**config.mk**
```make
export PLATFORM = sky130hd
export DESIGN_NAME = sapb_extent
export DESIGN_NICKNAME = d
export VERILOG_FILES = /design/src/hw/rtl/sapb_extent.sv
export SDC_FILE = /design/constraint.sdc
export NUM_CORES = 1
export LEC_CHECK = 0
export BUFFER_PORTS_ARGS = -buffer_cell sky130_fd_sc_hd__buf_2
export CAP_MARGIN = 20
export CORE_ASPECT_RATIO = 0.75
export CORE_MARGIN = 2
export CORE_UTILIZATION = 45
export CTS_BUF_LIST = sky130_fd_sc_hd__clkbuf_4
export DETAILED_ROUTE_END_ITERATION = 10
export PLACE_DENSITY = 0.65
export SETUP_SLACK_MARGIN = 0.05
export SLEW_MARGIN = 15
export SYNTH_ARGS = -nofsm -noshare
export SYNTH_HDL_FRONTEND = slang
export SYNTH_SLANG_ARGS = --single-unit
```
**constraint.sdc**
```tcl
create_clock -name clk -period 11.7 [get_ports clk]
set_input_delay 1.755 -clock clk [delete_from_list [all_inputs] [get_ports clk]]
set_output_delay 1.755 -clock clk [all_outputs]
set_load 0.03 [all_outputs]
```
**src/hw/rtl/sapb_extent.sv**
```systemverilog
// iterative extent unit: one multiply-accumulate per cycle, nine steps
module sapb_extent (
  input  logic        clk,
  input  logic        rst,
  input  logic        start,
  input  logic        is_sphere,
  input  logic [22:0] half_x,
  input  logic [22:0] half_y,
  input  logic [22:0] half_z,
  input  logic [47:0] axis_row0,
  input  logic [47:0] axis_row1,
  input  logic [47:0] axis_row2,
  output logic        done,
  output logic [26:0] ext_x,
  output logic [26:0] ext_y,
  output logic [26:0] ext_z
);
  logic        busy;
  logic [40:0] acc;
  logic [1:0]  r;
  logic [1:0]  k;
  logic [47:0] row;
  logic [15:0] c;
  logic [16:0] mag;
  logic [22:0] h;
  logic [39:0] prod;
  logic [40:0] acc_sum;

  always_comb begin
    unique case (r)
      2'd0:    begin row = axis_row0; h = half_x; end
      2'd1:    begin row = axis_row1; h = half_y; end
      default: begin row = axis_row2; h = half_z; end
    endcase
    c = row[16*k +: 16];
    mag = c[15] ? (17'h10000 - {1'b0, c}) : {1'b0, c};
    prod = 40'(mag) * 40'(h);
    acc_sum = acc + 41'(prod);
  end

  // r walks the rows, k the world axes
  always_ff @(posedge clk) begin
    done <= 1'b0;
    if (rst) begin
      busy <= 1'b0;
      r <= '0;
      k <= '0;
    end else if (start) begin
      busy <= 1'b1;
      r <= '0;
      k <= '0;
      acc <= '0;
    end else if (busy) begin
      if (is_sphere) begin
        ext_x <= 27'(half_x);
        ext_y <= 27'(half_x);
        ext_z <= 27'(half_x);
        busy <= 1'b0;
        done <= 1'b1;
      end else begin
        if (r == 2'd2) begin
          unique case (k)
            2'd0:    ext_x <= 27'(acc_sum >> 14);
            2'd1:    ext_y <= 27'(acc_sum >> 14);
            default: ext_z <= 27'(acc_sum >> 14);
          endcase
          acc <= '0;
          r <= '0;
          k <= k + 2'd1;
          if (k == 2'd2) begin
            busy <= 1'b0;
            done <= 1'b1;
          end
        end else begin
          acc <= acc_sum;
          r <= r + 2'd1;
        end
      end
    end
  end
endmodule

```
==> flow_summary.yaml, run 1 <==
routing:
  dr.pass1.iters: 6
  via_per_inst: 5.444
  drc: 0
  num_vias: 17030
  wl_mm: 64.50
  drtIter0Drc: 1502
  ant_nets: 0
  post_drt_wl_per_cell_um: 20.62
run:
  maxCapViolCount: 0
clock_tree:
  numCtsBuffers: 17
  clockRootBuffer: "clkbuf_4"
  h-tree-depth: 4
  cts_num_sinks: 128
  clkLatencyLatePin_ps: 590
  ctsResizeCount: 0
  cts_tree: "yes"
  cts.path.max_buffers: 2
  ctsHoldBuffers: 0
  path_clk_slew_ps: 120
  postCtsSetupBuffers: 0
setup_path:
  end_kind: "flop"
  worst_path_most_repeated_cell: "fa_1"
  path_class: "reg2reg"
  critPathArrivalTime_ps: 10610
  crit_path_max_fanout: 90
  max_stage_delay_ps: 900
  critPathLaunchType: "flop"
  critPathSlowestCell: "dfxtp_4"
  critical_path_required_ps: 11960
timing:
  finalHoldViolations: 0
  worst_slew_pin_slew_ps: 1148
  relSlewSlack: 0.2320
  maxSlewViolCount: 0
  whs_ps: 634.2
  finalSetupViolCount: 0
  fin_tns_setup_ps: 0
  post-route-min-period_ps: 10340
  rsz0062_at_grt: "no"
  fmax_mhz: 96.67
  skew_ps: 18.97
  min_period_over_period: 0.8841
yosys:
  synth-compound-area-share: 0.08707
  synth-simple-area-share: 0.1534
  yosys_register_bits: 128
  synth_top_area_share: 0.3432
  yosysTopAreaCell: "fa_1"
  synthMuxAreaShare: 0.03860
  synth_ff_type: "edfxtp_1"
  synth_area_leaders: "fa_1, edfxtp_1, inv_1, ha_1, nand2_1"
  synth_top_family_by_area: "adder cells"
  syn_avg_cell_area_sq_um: 9.219
  synth_fa_ha_area_frac: 0.4135
  synth_cell_types: 76
  syn_area_sq_mm: 0.02065
  synth_xor_area_frac: 0.01727
  async_flop_share: 0
  ys_seq_area_frac: 0.1832
  synth_cells: 2240
  yosys_warnings: 0
  synth-edff-count: 122
global_route:
  grt_overflow_total: 0
  grt_pass1_wl_mm: 100.1
  grt_pass1_vias: 17640
  grt_util_all_layers: 0.2764
  antenna_found_initial: 2
  grt_max_degree: 91
floorplanning:
  fp.dieW_um: 251.4
  rows: 67
  design.core.area_sq_mm: 0.04502
  dieHeight_um: 189.5
  ios: 299
  start_util: 0.4587
  die_area_sq_mm: 0.04764
place:
  place_area_sq_mm: 0.02294
  gp_congestion: 0.9244
  io_buffer_count: 298
  dp_hpwl_mm: 53.30
hold_path:
  hold_path_class: "reg2reg"
layout:
  finish.utilization: 0.5157
  nets: 3216
  drive_above_1_share: 0.1665
  final_area_sq_mm: 0.02322
  area_growth_pct: 12.43
outcome:
  status: "finished, final reports clean"
==> routing by layer <==
layer  GRT usage  vias up  routed length [um]  part of all wire
li1            -     7607                   -                 -
met1      0.3746     8667               26840              0.42
met2      0.4593      658               31030              0.48
met3     0.04317       96                4647             0.072
met4     0.08402        2                1974             0.031
met5           0        -                  12           0.00019
==> state kept, by name (all words and copies together) (netlist names) <==
register and flops:
busy 1, ext_y 27, done 1, k 2
r 2, ext_z 27, acc 41, ext_x 27
==> area by class of cell <==
cell class,count,area [sq um]
Inverter,471,1768
Sequential cell,128,3791
Clock buffer,18,135.1
Multi-Input combinational cell,1570,14850
Tap cell,586,733.2
Antenna cell,1,2.502
Clock inverter,13,116.4
Timing Repair Buffer,341,1822
Fill cell,4223,21800
==> cell families (layout without fill, tap and decap cells) <==
family,Yosys count,count (layout)
fa+ha+maj,470,470
xor+xnor,39,39
other cells,2,25
compound gates,269,269
mux,76,76
simple gates,692,692
flops,128,128
buf+inv,564,843
==> placed cells by master (no fill, tap or decap), types with 36 or more instances in the layout <==
master    count
a21oi_1      45
and2_1       36
buf_2       298
buf_4        41
edfxtp_1    122
fa_1        354
ha_1        116
inv_1       470
mux2i_1      56
nand2_1     304
nand2b_1     44
nor2_1      167
nor3_1       37
o21ai_0      62
==> through the flow <==
stage,instances,setup slack (ps)
floorplan,2262,2539
CTS,3125,1489
finish,3128,1356
detailed placement,3094,968.7
global placement,3092,1202
global route,3128,751.2
==> cell usage after synthesis (9+ instances only) <==
| library cell | instances |
|---|---|
| inv_1 | 470 |
| fa_1 | 354 |
| nand2_1 | 304 |
| nor2_1 | 171 |
| edfxtp_1 | 122 |
| ha_1 | 116 |
| o21ai_0 | 71 |
| mux2i_1 | 56 |
| clkbuf_1 | 47 |
| a21oi_1 | 45 |
| nand2b_1 | 44 |
| nor3_1 | 37 |
| and2_1 | 36 |
| buf_2 | 34 |
| o21a_1 | 28 |
| nor2b_1 | 23 |
| xnor2_1 | 23 |
| nand3_1 | 20 |
| o211ai_1 | 20 |
| nand4_1 | 15 |
| xor2_1 | 14 |
| mux2_2 | 13 |
| and3_1 | 12 |
| o31ai_1 | 11 |
| a2111oi_0 | 10 |
| a21o_1 | 10 |
| a211oi_1 | 9 |
| a221o_1 | 9 |
| o21ai_1 | 9 |
==> critical path, delay by kind of cell (launching register included) <==
family,cells,cell delay [ps]
xor gates and xnor gates,1,740
DFF,1,900
adders and majority gates,8,3630
buffers and inverters,6,1110
and+or+nand+nor,7,1160
AOI/OAI and AO/OA,6,2420
==> path summary, 6_finish.rpt <==
check	start	to	slack (ps)	depth (start not counted)
setup reg to reg	r[1]	ext_z[13]	1360	28
hold / removal	k[0]	k[0]	630	2
hold reg to reg	k[0]	k[0]	630	2
setup / recovery	r[1]	ext_z[13]	1360	28
Power of run 1 is not shown: default switching activity piles up to over one toggle a cycle in this logic, so the estimate is an artifact.
==> run 2: changes to the inputs <==
--- a/config.mk
+++ b/config.mk
@@ -10,7 +10,7 @@
 export CORE_ASPECT_RATIO = 0.75
 export CORE_MARGIN = 2
 export CORE_UTILIZATION = 45
-export CTS_BUF_LIST = sky130_fd_sc_hd__clkbuf_4
+export CTS_BUF_LIST = sky130_fd_sc_hd__clkbuf_16
 export DETAILED_ROUTE_END_ITERATION = 10
 export PLACE_DENSITY = 0.65
 export SETUP_SLACK_MARGIN = 0.05
==> run 2 against run 1 <==
Compared with the run above:
- core utilization is 0.65 points higher
- sequential share of layout area fell by 0.20 points
- worst hold slack got worse by 5.9 ps
- critical path depth rose by 1
- register-to-register slack lost 80 ps
- critical endpoint is now ext_z[22]
- clock skew shrank 7.0 ps
- via count grew 0.31%
- global-route usage is 0.075 points higher
- setup slack got worse by 140 ps
- final area is 1.3% higher
- routed wire length is 0.29% higher
==> flow_summary.yaml, run 2 (synthesized netlist as in run 1, its figures left out) <==
place:
  io_buffer_count: 298
  gp_congestion: 0.9244
  place_area_sq_mm: 0.02294
  dp_hpwl_mm: 53.30
floorplanning:
  ios: 299
  fp.dieW_um: 251.4
  dieHeight_um: 189.5
  die_area_sq_mm: 0.04764
  rows: 67
  start_util: 0.4587
  design.core.area_sq_mm: 0.04502
setup_path:
  r2r_cells: 28
  critPathSlowestCell: "o41ai_1"
  critical_path_required_ps: 11890
  reg2reg_to: "ext_z[22]"
  path_class: "in2reg"
  crit_path_max_fanout: 19
  r2r_slack_ps: 1280
  end_kind: "flop"
  startpoint: "axis_row1[32]"
  worst_path_most_repeated_cell: "fa_1"
  reg2reg_from: "r[1]"
  critPathArrivalTime_ps: 10680
  endpoint: "ext_z[22]"
  critPathLaunchType: "input pin"
  max_stage_delay_ps: 980
timing:
  maxSlewViolCount: 0
  min_period_over_period: 0.8959
  fmax_mhz: 95.40
  post-route-min-period_ps: 10480
  skew_ps: 11.96
  fin_tns_setup_ps: 0
  relSlewSlack: 0.2416
  worst_slew_pin_slew_ps: 1123
  rsz0062_at_grt: "no"
  finalSetupViolCount: 0
  finalHoldViolations: 0
clock_tree:
  ctsHoldBuffers: 0
  numCtsBuffers: 17
  postCtsSetupBuffers: 0
  h-tree-depth: 4
  cts.path.max_buffers: 2
  path_clk_slew_ps: 60
  clockRootBuffer: "clkbuf_16"
  clkLatencyLatePin_ps: 430
  cts_num_sinks: 128
  ctsResizeCount: 0
  cts_tree: "yes"
global_route:
  grt_overflow_total: 0
  grt_max_degree: 91
  grt_pass1_vias: 17730
  grt_util_all_layers: 0.2772
  grt_pass1_wl_mm: 100.5
  antenna_found_initial: 2
layout:
  nets: 3216
  largest_register: "acc"
  final_common_cell: "inv_1"
  area_growth_pct: 13.86
  nFillCells: 4179
  drive_above_1_share: 0.1661
  final_area_sq_mm: 0.02351
  most-common-layout-cells: "inv_1, fa_1, nand2_1"
  finish.utilization: 0.5223
  largest_register_ffs: 41
run:
  maxCapViolCount: 0
routing:
  highest_layer: "met5"
  drc: 0
  dr.pass1.iters: 6
  num_vias: 17080
  via_per_inst: 5.461
  wl_met2_mm: 31.01
  post_drt_wl_per_cell_um: 20.68
  drtIter0Drc: 1500
  met1_length_mm: 27.09
  route.met3.wl_mm: 4.516
  ant_nets: 0
  wl_mm: 64.69
hold_path:
  hold_path_class: "reg2reg"
outcome:
  status: "finished, final reports clean"
run 2: area by class of cell:
cell class,instances,area (sq um),area share
timing repair buffer,341,1822,0.07748
antenna,1,2.502,0.0001064
inverter,471,1768,0.07520
clock inverter,14,120.1,0.005109
sequential,128,3791,0.1612
clock buffer,17,425.4,0.01809
tap,586,733.2,0.03119
multi-input combinational,1570,14850,0.6316
run 2: layer usage:
layer	vias to the layer above	track usage
li1	7607	-
met2	662	0.4616
met1	8705	0.3745
met3	106	0.04289
met5	-	0
met4	2	0.08539
run 2: per-stage QoR:
stage | std cells | setup slack (ps) | hold slack [ps]
floorplan | 2262 | 2539 | 536.6
global placement | 3092 | 1202 | 611.4
detailed placement | 3094 | 968.7 | 617.3
CTS | 3125 | 1387 | 623.6
global route | 3128 | 677.5 | 648.9
finish | 3128 | 1218 | 628.4
run 2: critical path, delay by kind of cell:
kind            cells  cell delay, ps
xor+xnor            1             740
fa+ha+maj           8            3570
buf+inv             6             680
compound gates      7            2600
mux                 1             120
simple gates        6            1190
run 2: worst min-delay path by stage:
stage          startpoint  endpoint  cells after the start
2_1_floorplan        busy      done                      2
3_3_place_gp         k[0]      k[0]                      2
3_5_place_dp         k[0]      k[0]                      2
4_1_cts              k[0]      k[0]                      2
5_1_grt              k[0]      k[0]                      2
6_report             k[0]      k[0]                      2
Power of run 2 is left out for the same reason.
